## config.mk

```make
export PLATFORM = sky130hd
export DESIGN_NAME = rpn_stack_evaluator
export DESIGN_NICKNAME = d
export VERILOG_FILES = /design/src/rpn_pkg.sv /design/src/rpn_ram.sv /design/src/rpn_div.sv /design/src/rpn_front.sv /design/src/rpn_back.sv /design/src/rpn_stack_evaluator.sv
export SDC_FILE = /design/constraint.sdc
export NUM_CORES = 2
export LEC_CHECK = 0
export BUFFER_PORTS_ARGS = -buffer_cell sky130_fd_sc_hd__buf_2
export CAP_MARGIN = 20
export CORE_ASPECT_RATIO = 1.5
export CORE_MARGIN = 1
export CORE_UTILIZATION = 55
export DETAILED_ROUTE_END_ITERATION = 6
export HOLD_SLACK_MARGIN = 0.05
export PLACE_DENSITY = 0.73
export SYNTH_ARGS = -nofsm -noshare
export SYNTH_HDL_FRONTEND = slang
export SYNTH_SLANG_ARGS = --single-unit
```

## constraint.sdc

```tcl
create_clock -name clk -period 9.1 [get_ports clk]
set_clock_uncertainty 0.2 [all_clocks]
set_input_delay 1.365 -clock clk [delete_from_list [all_inputs] [get_ports clk]]
set_output_delay 1.365 -clock clk [all_outputs]
set_load 0.005 [all_outputs]
```

## src/rpn_pkg.sv

```systemverilog
package rpn_pkg;

  localparam int WORD_W          = 32;
  localparam int STACK_DEPTH_DEF = 32;

  // token kinds on the input word
  localparam logic [2:0] KIND_DIGIT = 3'd0;
  localparam logic [2:0] KIND_ADD   = 3'd1;
  localparam logic [2:0] KIND_SUB   = 3'd2;
  localparam logic [2:0] KIND_MUL   = 3'd3;
  localparam logic [2:0] KIND_DIV   = 3'd4;
  localparam logic [2:0] KIND_BAD   = 3'd5;
  localparam logic [2:0] KIND_END   = 3'd6;

  localparam logic [3:0] DIGIT_MAX = 4'd9;

  // result status codes
  localparam logic [2:0] ST_OK        = 3'd0;
  localparam logic [2:0] ST_MALFORMED = 3'd1;
  localparam logic [2:0] ST_UNDERFLOW = 3'd2;
  localparam logic [2:0] ST_LEFTOVER  = 3'd3;
  localparam logic [2:0] ST_DIVZERO   = 3'd4;
  localparam logic [2:0] ST_OVERFLOW  = 3'd5;
  localparam logic [2:0] ST_FIRST     = 3'd6;

  typedef struct packed {
    logic [2:0] token_kind;
    logic [3:0] digit_value;
  } in_t;

  typedef struct packed {
    logic signed [WORD_W-1:0] value;
    logic [2:0]               status;
  } out_t;

  // command classes handed from front to back
  typedef enum logic [2:0] {
    CL_PUSH,
    CL_ADD,
    CL_SUB,
    CL_MUL,
    CL_DIV,
    CL_ERR,
    CL_END
  } cls_t;

  typedef struct packed {
    cls_t       cls;
    logic [3:0] digit;
    logic [2:0] err;
  } cmd_t;

endpackage

```

## src/rpn_ram.sv

```systemverilog
module rpn_ram #(
  parameter int WIDTH = 32,
  parameter int DEPTH = 32
) (
  input  logic                     clk,
  input  logic                     we,
  input  logic [$clog2(DEPTH)-1:0] waddr,
  input  logic [WIDTH-1:0]         wdata,
  input  logic                     re,
  input  logic [$clog2(DEPTH)-1:0] raddr,
  output logic [WIDTH-1:0]         rdata
);

  logic [WIDTH-1:0] mem [DEPTH];
  logic [WIDTH-1:0] rdata_r;

  always_ff @(posedge clk) begin
    if (we) begin
      mem[waddr] <= wdata;
    end
    if (re) begin
      rdata_r <= mem[raddr];
    end
  end

  assign rdata = rdata_r;

endmodule

```

## src/rpn_div.sv

```systemverilog
module rpn_div (
  input  logic                      clk,
  input  logic                      rst_n,
  input  logic                      start,
  input  logic [rpn_pkg::WORD_W-1:0] dividend,
  input  logic [rpn_pkg::WORD_W-1:0] divisor,
  output logic                      done,
  output logic [rpn_pkg::WORD_W-1:0] quotient
);
  import rpn_pkg::*;

  localparam int CW = $clog2(WORD_W);

  logic              busy_r, busy_nxt;
  logic              done_r, done_nxt;
  logic [CW-1:0]     cnt_r, cnt_nxt;
  logic              neg_r, neg_nxt;
  logic [WORD_W-1:0] den_r, den_nxt;
  logic [WORD_W-1:0] quo_r, quo_nxt;
  logic [WORD_W-1:0] rem_r, rem_nxt;
  logic [WORD_W:0]   shifted;
  logic [WORD_W:0]   trial;

  // restoring division on magnitudes, one quotient bit per cycle
  always_comb begin
    busy_nxt = busy_r;
    done_nxt = 1'b0;
    cnt_nxt  = cnt_r;
    neg_nxt  = neg_r;
    den_nxt  = den_r;
    quo_nxt  = quo_r;
    rem_nxt  = rem_r;
    shifted  = {rem_r, quo_r[WORD_W-1]};
    trial    = shifted - {1'b0, den_r};
    if (start) begin
      busy_nxt = 1'b1;
      cnt_nxt  = '1;
      neg_nxt  = dividend[WORD_W-1] ^ divisor[WORD_W-1];
      quo_nxt  = dividend[WORD_W-1] ? -dividend : dividend;
      den_nxt  = divisor[WORD_W-1] ? -divisor : divisor;
      rem_nxt  = '0;
    end else if (busy_r) begin
      if (!trial[WORD_W]) begin
        rem_nxt = trial[WORD_W-1:0];
        quo_nxt = {quo_r[WORD_W-2:0], 1'b1};
      end else begin
        rem_nxt = shifted[WORD_W-1:0];
        quo_nxt = {quo_r[WORD_W-2:0], 1'b0};
      end
      cnt_nxt = cnt_r - CW'(1);
      if (cnt_r == '0) begin
        busy_nxt = 1'b0;
        done_nxt = 1'b1;
      end
    end
  end

  always_ff @(posedge clk) begin
    if (!rst_n) begin
      busy_r <= 1'b0;
      done_r <= 1'b0;
      cnt_r  <= '0;
    end else begin
      busy_r <= busy_nxt;
      done_r <= done_nxt;
      cnt_r  <= cnt_nxt;
    end
    neg_r <= neg_nxt;
    den_r <= den_nxt;
    quo_r <= quo_nxt;
    rem_r <= rem_nxt;
  end

  assign done     = done_r;
  assign quotient = neg_r ? -quo_r : quo_r;

endmodule

```

## src/rpn_front.sv

```systemverilog
module rpn_front (
  input  logic          clk,
  input  logic          rst_n,
  input  logic          in_valid,
  output logic          in_ready,
  input  rpn_pkg::in_t  in_data,
  output logic          cmd_valid,
  output rpn_pkg::cmd_t cmd,
  input  logic          cmd_pop
);
  import rpn_pkg::*;

  localparam int QD  = 2;
  localparam int QAW = $clog2(QD);

  cmd_t             q_r [QD];
  logic [QAW-1:0]   wr_r, wr_nxt;
  logic [QAW-1:0]   rd_r, rd_nxt;
  logic [QAW:0]     cnt_r, cnt_nxt;
  logic             first_r, first_nxt;
  logic             push;
  cmd_t             cls_word;

  assign in_ready  = cnt_r != (QAW+1)'(QD);
  assign cmd_valid = cnt_r != '0;
  assign cmd       = q_r[rd_r];
  assign push      = in_valid && in_ready;

  // token classification
  always_comb begin
    cls_word.cls   = CL_ERR;
    cls_word.digit = in_data.digit_value;
    cls_word.err   = ST_MALFORMED;
    case (in_data.token_kind)
      KIND_DIGIT: begin
        if (in_data.digit_value <= DIGIT_MAX) begin
          cls_word.cls = CL_PUSH;
        end
      end
      KIND_ADD, KIND_SUB, KIND_MUL, KIND_DIV: begin
        if (first_r) begin
          cls_word.err = ST_FIRST;
        end else if (in_data.token_kind == KIND_ADD) begin
          cls_word.cls = CL_ADD;
        end else if (in_data.token_kind == KIND_SUB) begin
          cls_word.cls = CL_SUB;
        end else if (in_data.token_kind == KIND_MUL) begin
          cls_word.cls = CL_MUL;
        end else begin
          cls_word.cls = CL_DIV;
        end
      end
      KIND_END: begin
        cls_word.cls = CL_END;
      end
      default: begin
        cls_word.cls = CL_ERR;
      end
    endcase
  end

  always_comb begin
    wr_nxt    = wr_r;
    rd_nxt    = rd_r;
    cnt_nxt   = cnt_r;
    first_nxt = first_r;
    if (push) begin
      wr_nxt    = wr_r + QAW'(1);
      first_nxt = in_data.token_kind == KIND_END;
    end
    if (cmd_pop) begin
      rd_nxt = rd_r + QAW'(1);
    end
    if (push && !cmd_pop) begin
      cnt_nxt = cnt_r + (QAW+1)'(1);
    end else if (!push && cmd_pop) begin
      cnt_nxt = cnt_r - (QAW+1)'(1);
    end
  end

  always_ff @(posedge clk) begin
    if (!rst_n) begin
      wr_r    <= '0;
      rd_r    <= '0;
      cnt_r   <= '0;
      first_r <= 1'b1;
    end else begin
      wr_r    <= wr_nxt;
      rd_r    <= rd_nxt;
      cnt_r   <= cnt_nxt;
      first_r <= first_nxt;
    end
    if (push) begin
      q_r[wr_r] <= cls_word;
    end
  end

endmodule

```

## src/rpn_back.sv

```systemverilog
module rpn_back #(
  parameter int STACK_DEPTH = rpn_pkg::STACK_DEPTH_DEF
) (
  input  logic          clk,
  input  logic          rst_n,
  input  logic          cmd_valid,
  input  rpn_pkg::cmd_t cmd,
  output logic          cmd_pop,
  output logic          out_valid,
  input  logic          out_ready,
  output rpn_pkg::out_t out_data
);
  import rpn_pkg::*;

  localparam int DW = $clog2(STACK_DEPTH + 1);
  localparam int AW = $clog2(STACK_DEPTH);

  typedef enum logic [2:0] {
    S_IDLE = 3'b001,
    S_OPRD = 3'b010,
    S_DIV  = 3'b100
  } state_t;

  state_t            state_r, state_nxt;
  logic [DW-1:0]     depth_r, depth_nxt;
  logic [2:0]        err_r, err_nxt;
  logic [WORD_W-1:0] tos_r, tos_nxt;
  cls_t              op_r, op_nxt;
  logic              out_valid_r, out_valid_nxt;
  out_t              out_data_r, out_data_nxt;

  logic [DW-1:0]     depth_m1;
  logic [DW-1:0]     depth_m2;
  logic              ram_we;
  logic              ram_re;
  logic [WORD_W-1:0] lhs;
  logic              div_start;
  logic              div_done;
  logic [WORD_W-1:0] div_quo;
  logic              out_free;

  assign depth_m1 = depth_r - DW'(1);
  assign depth_m2 = depth_r - DW'(2);
  assign out_free = !out_valid_r || out_ready;

  // top of stack lives in tos_r, the entries below it in the ram
  rpn_ram #(
    .WIDTH (WORD_W),
    .DEPTH (STACK_DEPTH)
  ) u_rpn_ram (
    .clk   (clk),
    .we    (ram_we),
    .waddr (depth_m1[AW-1:0]),
    .wdata (tos_r),
    .re    (ram_re),
    .raddr (depth_m2[AW-1:0]),
    .rdata (lhs)
  );

  rpn_div u_rpn_div (
    .clk      (clk),
    .rst_n    (rst_n),
    .start    (div_start),
    .dividend (lhs),
    .divisor  (tos_r),
    .done     (div_done),
    .quotient (div_quo)
  );

  always_comb begin
    state_nxt     = state_r;
    depth_nxt     = depth_r;
    err_nxt       = err_r;
    tos_nxt       = tos_r;
    op_nxt        = op_r;
    out_valid_nxt = out_valid_r && !out_ready;
    out_data_nxt  = out_data_r;
    cmd_pop       = 1'b0;
    ram_we        = 1'b0;
    ram_re        = 1'b0;
    div_start     = 1'b0;
    case (state_r)
      S_IDLE: begin
        if (cmd_valid && cmd.cls == CL_END) begin
          if (out_free) begin
            cmd_pop       = 1'b1;
            out_valid_nxt = 1'b1;
            out_data_nxt.value  = '0;
            out_data_nxt.status = err_r;
            if (err_r == ST_OK) begin
              if (depth_r == DW'(1)) begin
                out_data_nxt.value = $signed(tos_r);
              end else begin
                out_data_nxt.status = ST_LEFTOVER;
              end
            end
            depth_nxt = '0;
            err_nxt   = ST_OK;
          end
        end else if (cmd_valid) begin
          cmd_pop = 1'b1;
          if (err_r == ST_OK) begin
            case (cmd.cls)
              CL_PUSH: begin
                if (depth_r == DW'(STACK_DEPTH)) begin
                  err_nxt = ST_OVERFLOW;
                end else begin
                  ram_we    = depth_r != '0;
                  tos_nxt   = WORD_W'(cmd.digit);
                  depth_nxt = depth_r + DW'(1);
                end
              end
              CL_ADD, CL_SUB, CL_MUL, CL_DIV: begin
                if (depth_r < DW'(2)) begin
                  err_nxt = ST_UNDERFLOW;
                end else begin
                  ram_re    = 1'b1;
                  op_nxt    = cmd.cls;
                  state_nxt = S_OPRD;
                end
              end
              CL_ERR: begin
                err_nxt = cmd.err;
              end
              default: begin
              end
            endcase
          end
        end
      end
      S_OPRD: begin
        state_nxt = S_IDLE;
        case (op_r)
          CL_ADD: begin
            tos_nxt   = lhs + tos_r;
            depth_nxt = depth_m1;
          end
          CL_SUB: begin
            tos_nxt   = lhs - tos_r;
            depth_nxt = depth_m1;
          end
          CL_MUL: begin
            tos_nxt   = lhs * tos_r;
            depth_nxt = depth_m1;
          end
          CL_DIV: begin
            if (tos_r == '0) begin
              err_nxt = ST_DIVZERO;
            end else begin
              div_start = 1'b1;
              state_nxt = S_DIV;
            end
          end
          default: begin
          end
        endcase
      end
      S_DIV: begin
        if (div_done) begin
          tos_nxt   = div_quo;
          depth_nxt = depth_m1;
          state_nxt = S_IDLE;
        end
      end
      default: begin
        state_nxt = S_IDLE;
      end
    endcase
  end

  always_ff @(posedge clk) begin
    if (!rst_n) begin
      state_r     <= S_IDLE;
      depth_r     <= '0;
      err_r       <= ST_OK;
      out_valid_r <= 1'b0;
    end else begin
      state_r     <= state_nxt;
      depth_r     <= depth_nxt;
      err_r       <= err_nxt;
      out_valid_r <= out_valid_nxt;
    end
    tos_r      <= tos_nxt;
    op_r       <= op_nxt;
    out_data_r <= out_data_nxt;
  end

  assign out_valid = out_valid_r;
  assign out_data  = out_data_r;

endmodule

```

## src/rpn_stack_evaluator.sv

```systemverilog
// reverse polish expression evaluator, one pre-split token per input word
// input channel: in_valid / in_ready / in_data (token_kind, digit_value)
// output channel: out_valid / out_ready / out_data (value, status), one word
//   per end-of-expression token, none for any other token
// a front stage classifies tokens into a two-entry command queue; the back
//   stage owns the stack (top in a register, the rest in a ram) and executes
// per token in the back: a digit push or error token is handled in the idle state; add,
//   subtract and multiply read the left operand from the ram, then compute;
//   divide then waits on the bit-serial 32-step divider
// end marker: queued, then registered into out_valid by the idle back
// tokens after a latched error are dropped until the end marker
// reset (synchronous, active low) empties the queue and the stack, clears the
//   error and arms the first-token check; no clearing pass is needed
// a stalled receiver holds the result word in the output register; the
//   back keeps executing non-end tokens, and the queue keeps taking tokens
//   until it fills
module rpn_stack_evaluator #(
  parameter int STACK_DEPTH = rpn_pkg::STACK_DEPTH_DEF
) (
  input  logic          clk,
  input  logic          rst_n,
  input  logic          in_valid,
  output logic          in_ready,
  input  rpn_pkg::in_t  in_data,
  output logic          out_valid,
  input  logic          out_ready,
  output rpn_pkg::out_t out_data
);
  import rpn_pkg::*;

  // command queue between front and back
  logic cmd_valid;
  cmd_t cmd;
  logic cmd_pop;

  // classify tokens, track the first token of each expression
  rpn_front u_rpn_front (
    .clk       (clk),
    .rst_n     (rst_n),
    .in_valid  (in_valid),
    .in_ready  (in_ready),
    .in_data   (in_data),
    .cmd_valid (cmd_valid),
    .cmd       (cmd),
    .cmd_pop   (cmd_pop)
  );

  // stack, arithmetic, error latch and result register
  rpn_back #(
    .STACK_DEPTH (STACK_DEPTH)
  ) u_rpn_back (
    .clk       (clk),
    .rst_n     (rst_n),
    .cmd_valid (cmd_valid),
    .cmd       (cmd),
    .cmd_pop   (cmd_pop),
    .out_valid (out_valid),
    .out_ready (out_ready),
    .out_data  (out_data)
  );

endmodule

```

Word level (Yosys, flattened, before mapping)
Memory sizes are Yosys's and may differ from the RTL's. A register that Yosys moved wholly into a read port is not among the register bits.
Cells that the tools add are included.

storage, ports and cells
  flip-flop bits (word level) = 192
  bits in writable memories = 1044
  input bits = 11
  output and inout port bits = 37
  logic and storage cells = 206
  memories kept = 2

cells by class
  add/subtract/negate cells = 14
  multipliers = 1
  magnitude comparators = 2
  equality and inequality tests = 41
  multiplexer cells = 89
  bitwise operators = 5
  reduce and logical (&&, ||, !) cells = 32

memory list
  name                      depth  bits a word  rd ports  clocked after Yosys merged registers in  wr ports  RTL line         text
  u_rpn_back.u_rpn_ram.mem  32     32           1         1                                        1         rpn_ram.sv:14    logic [WIDTH-1:0] mem [DEPTH];
  u_rpn_front.q_r           2      10           1         1                                        1         rpn_front.sv:16  cmd_t q_r [QD];

operators by type and width
  operator              number
  $mux W32              11
  $pmux W32 S3          2
  $neg A32 Y32          3
  $mux W3               25
  $mux W6               8
  $mux W1               33
  $sub A33 B32 Y33      1
  $add A32 B32 Y32      1
  $logic_not A32 Y1     1
  $mul A32 B32 Y32      1
  $sub A32 B32 Y32      1
  $mux W31              1
  $pmux W3 S3           3
  $eq A3 B2 Y1 const B  7
  $eq A3 B3 Y1 const B  7
  $pmux W6 S3           1
  $ne A2 B2 Y1 const B  8
  $reduce_and A8 Y1     2
  $eq A3 B1 Y1 const B  4
  $reduce_and A6 Y1     2
  $mux W5               2
  $logic_not A3 Y1      3
  $ne A3 B2 Y1 const B  3
  $reduce_and A9 Y1     1
  31 further kinds      53

Logic depth before layout (Yosys ltp)
  word-level depth = 9
  mapped depth = 27
  mapped depth without buffers = 25

By module
From an unflattened synthesis, not the netlist that was laid out.

unflattened totals
  cells, all modules = 5702
  area, all modules = 71614.9 µm²

by module, submodules not included
  module     instances  cells each  area an instance (µm²)  seq. area each (µm²)
  rpn_ram    1          2260        40812.9                 31710.4
  rpn_back   1          2508        22245.1                 2362.3
  rpn_div    1          861         7524.7                  2732.6
  rpn_front  1          73          1032.2                  660.6

Least setup slack after synthesis
Ideal clock, no wire load.

  path kind = register to register
  start = register u_rpn_back.tos_r[6]
  end = register u_rpn_back.tos_r[27], data pin
  setup time = 0.268 ns
  arrival time = 7.116 ns
  data required time = 8.632 ns
  setup slack = 1.516 ns
  stages on the path, launching flop included = 24
  path buffers = 2
  clock period less this slack = 7.584 ns
  path through = edfxtp_1 -> clkbuf_1 -> clkbuf_1 -> and2_1 -> fa_1 -> fa_1 -> fa_1 -> inv_1 -> fa_1 -> inv_1 -> fa_1 -> inv_1 -> fa_1 -> inv_1 -> fa_1 -> fa_1 -> ha_1 -> or3_1 -> o211ai_1 -> nand4b_1 -> a31oi_1 -> o21ai_0 -> a2111oi_0 -> o31ai_1

on the way
  word-level cells in the longest chain between the ends = 3
  elaborated cells between the ends (all ways) = 5
  those cells by class = add/sub: 2; mul: 1; mux: 2

RTL lines
  what                                      RTL line         text
  from (decl)                               rpn_back.sv:27   logic [WORD_W-1:0] tos_r, tos_nxt;
  from (signal assigned)                    rpn_back.sv:183  tos_r <= tos_nxt;
  $mul A32 B32 Y32 (tied with other cells)  rpn_back.sv:143  tos_nxt = lhs * tos_r;
  $pmux W32 S3 (*)                          rpn_back.sv:133  case (op_r)
  $pmux W32 S3 (*)                          rpn_back.sv:82   case (state_r)
  named net u_rpn_back.tos_nxt[27]          rpn_back.sv:27

The timed path passes the listed nets; every way through them passes the cells marked *.
A chain may end at the register's enable or synchronous reset.

Worst setup path in the final report
  start = register u_rpn_back.tos_r[7]
  end = register u_rpn_back.tos_r[30], data pin

Same word-level chain as after synthesis.

==> flow_summary.yaml <==
detailed_routing:
  detail-route-antenna-nets: 0
  first_iter_violations: 4219
  total_routed_wirelength_mm: 201.0
  dr_vias: 42669
  remaining_drc_errors: 0
  detailedRoute.firstPassIterationCount: 6
  avgRoutedWirePerCell_um: 29.92
  vias_per_cell: 6.350
placed_design:
  io_buffer_count: 47
  dp_hpwl_mm: 127.3
  gp_congestion: 1.007
  number_of_placed_instances_taps_included: 6517
synthesis:
  area_share_of_the_largest_cell_type_after_synthesis: 0.5172
  cell_types_occupying_the_most_area_after_synthesis: "sky130_fd_sc_hd__edfxtp_1, sky130_fd_sc_hd__fa_1, sky130_fd_sc_hd__mux4_2"
  synth_edf_count: 1209
  netlist_instances: 4903
  yosys.area.top_type: "sky130_fd_sc_hd__edfxtp_1"
  synthTopCellsByCount: "sky130_fd_sc_hd__edfxtp_1, sky130_fd_sc_hd__inv_1, sky130_fd_sc_hd__fa_1, sky130_fd_sc_hd__nand2_1, sky130_fd_sc_hd__and2_1"
  synth_top_flop_cell: "sky130_fd_sc_hd__edfxtp_1"
  synth_warnings: 0
  number_of_flip_flops_and_latches_in_the_synthesized_netlist: 1267
  asyncSetResetFlopFracSynth: 0
  netlist-cell-type-count: 84
  synth_sequential_area_ratio: 0.5338
  synthMostInstantiatedCell: "sky130_fd_sc_hd__edfxtp_1"
  avgSynthCellArea_um2: 14.32
  post_synth_instance_area_um2: 70190
  synth.net_count: 5527
die:
  core_um2: 126700
  core.rowCount: 160
  die_h_um: 439.5
  floorplan.initialDensity: 0.5539
  die_x_um: 293.7
  fp.dieArea_um2: 129100
  io_pins: 48
final_layout:
  finish.cell_count_without_fillers: 6719
  ratio_of_cells_with_drive_above_1_in_the_final_layout: 0.1557
  area.growth.synth_to_final_pct: 9.225
  final_util: 0.6050
  finalNetCount: 5550
min_path:
  hold_depth: 2
  hold_path.class: "reg -> reg"
  timing.hold.worst.start: "u_rpn_front.rd_r"
worst_setup_path:
  reg2reg_depth: 21
  crit_start_category: "register"
  worst-setup-path-type: "reg -> reg"
  timing.rr.end: "u_rpn_back.tos_r[30]"
  startpoint_of_the_worst_register_to_register_path: "u_rpn_back.tos_r[7]"
  worst-endpoint-arrival_ns: 8.41
  path_max_fanout: 48
  timing.critical_path.required_ns: 9.36
  reg2reg_slack_ns: 0.95
  endpoint_kind: "register"
timing:
  finalCritPeriodShare: 0.8955
  worst_hold_slack_ns: 0.3038
  max_fclk_mhz: 122.7
  timing_hold_violations_final: 0
  period_needed_ns: 8.149
  setup_viol: 0
  relSlewSlack: 0.2093
  rsz0062_at_grt: "false"
  maxSlewViolCount: 0
  setup-tns-final_ns: 0
  transition_at_the_pin_with_the_smallest_max_transition_slack_ns: 1.186
clock_tree:
  cts_max_path_buffers: 3
  ctsHoldBuffers: 0
  postCtsSetupRepairBufs: 0
  tritoncts: "yes"
  number_of_buffers_inserted_during_clock_tree_synthesis: 108
  clock_sinks: 1267
  clock-root-buffer: "sky130_fd_sc_hd__clkbuf_16"
  insertion_delay_ns: 0.75
  clk_pin_slew_worst_paths_ns: 0.07
  cts_repair_resize_count: 0
  htree_num_levels: 3
outcome:
  outcome: "complete, no violations"
global_route:
  initial_antenna_violation_count: 5
  global_route.overflow_total: 0
  grt_pass1_wl_mm: 294.6
  first_global_vias: 44839
  grt.total_usage: 0.3183
  largest_net_degree_at_the_start_of_global_routing: 101
flow_run:
  drv.max_cap_violation_count: 0
worst max path at each step:
stage                              from                   end
CTS                 u_rpn_back.tos_r[7]  u_rpn_back.tos_r[30]
detailed placement  u_rpn_back.tos_r[2]  u_rpn_back.tos_r[29]
floorplan           u_rpn_back.tos_r[6]  u_rpn_back.tos_r[27]
global route        u_rpn_back.tos_r[7]  u_rpn_back.tos_r[30]
global placement    u_rpn_back.tos_r[7]  u_rpn_back.tos_r[30]
finish              u_rpn_back.tos_r[7]  u_rpn_back.tos_r[30]
critical path: stages (launching register included):
cell                       delay [ns]
sky130_fd_sc_hd__edfxtp_1        0.93
sky130_fd_sc_hd__buf_4           0.60
sky130_fd_sc_hd__and2_1          0.23
sky130_fd_sc_hd__fa_1            0.44
sky130_fd_sc_hd__fa_1            0.49
sky130_fd_sc_hd__fa_1            0.52
sky130_fd_sc_hd__inv_1           0.05
sky130_fd_sc_hd__fa_1            0.47
sky130_fd_sc_hd__inv_1           0.05
sky130_fd_sc_hd__fa_1            0.48
sky130_fd_sc_hd__fa_1            0.57
sky130_fd_sc_hd__fa_1            0.44
sky130_fd_sc_hd__fa_1            0.44
sky130_fd_sc_hd__ha_1            0.37
sky130_fd_sc_hd__a21o_1          0.22
sky130_fd_sc_hd__a21o_1          0.17
sky130_fd_sc_hd__a21oi_1         0.20
sky130_fd_sc_hd__o21bai_1        0.11
sky130_fd_sc_hd__nor2_1          0.13
sky130_fd_sc_hd__a31oi_1         0.11
sky130_fd_sc_hd__xor2_1          0.21
sky130_fd_sc_hd__a221o_1         0.38
routing by layer:
metal  up-vias  GRT usage  share of wire
met5         -          0       0.000065
met4         2     0.2249          0.085
met3       765    0.05008          0.075
met2      2428     0.5555           0.51
met1     21780     0.3554           0.33
li1      17694          -              -
registers in the layout, summed over array words and instances (netlist names), 2 cells and up, named ones only:
name	count
u_rpn_back.u_rpn_ram.mem	1024
u_rpn_back.out_data	35
u_rpn_back.tos_r	32
u_rpn_back.u_rpn_div.den_r	32
u_rpn_back.u_rpn_div.quo_r	32
u_rpn_back.u_rpn_div.rem_r	32
u_rpn_back.u_rpn_ram.rdata	32
u_rpn_front.q_r	18
u_rpn_back.depth_r	6
u_rpn_back.u_rpn_div.cnt_r	5
u_rpn_back.err_r	3
u_rpn_back.op_r	3
u_rpn_back.state_r	3
u_rpn_front.cnt_r	2
final cells by class:
cell class                 count  area, um^2
fill                        9358       50060
multi-input combinational   2907       30290
sequential                  1267       37470
inverter                     451        1693
timing repair buffer         191        1354
tap                         1701        2128
clock buffer                 129        2834
clock inverter                72       892.1
antenna                        1       2.502
cells in the final DEF (no fill, tap or decap), drive strengths merged, types with 45 or more instances in the layout:
| cell type | netlist | final |
|---|---|---|
| a211oi | 45 | 45 |
| o21ai | 155 | 155 |
| fa | 410 | 410 |
| nor3 | 55 | 55 |
| clkbuf | 242 | 129 |
| xnor2 | 149 | 149 |
| inv | 450 | 453 |
| dfxtp | 58 | 58 |
| edfxtp | 1209 | 1209 |
| ha | 203 | 203 |
| nand2 | 389 | 389 |
| and2 | 352 | 352 |
| nor2 | 145 | 145 |
| a21oi | 93 | 93 |
| xor2 | 117 | 117 |
| mux4 | 320 | 320 |
| buf | 36 | 191 |
logic make-up (layout without fill, tap and decap cells):
| logic type | count (synthesis) | after routing | share of synthesized area |
|---|---|---|---|
| adders and majority gates | 613 | 613 | 0.1531 |
| xor gates and xnor gates | 266 | 266 | 0.03319 |
| muxes | 368 | 368 | 0.1101 |
| other | 0 | 1 | 0 |
| DFF | 1267 | 1267 | 0.5338 |
| AOI/OAI and AO/OA | 517 | 517 | 0.04772 |
| and+or+nand+nor | 1143 | 1143 | 0.08287 |
| buffers and inverters | 729 | 843 | 0.03922 |
per-stage QoR:
step	worst slack (ns)	area, um^2
final	0.9512	76670
after CTS	0.9743	76660
after global routing	0.7047	76660
after global placement	1.238	72940
after detailed placement	1.070	72940
after floorplan	1.516	70190
Power is left out: the tool's default activity adds up to more than one toggle a clock period on the data nets, which glitch-free logic cannot reach.
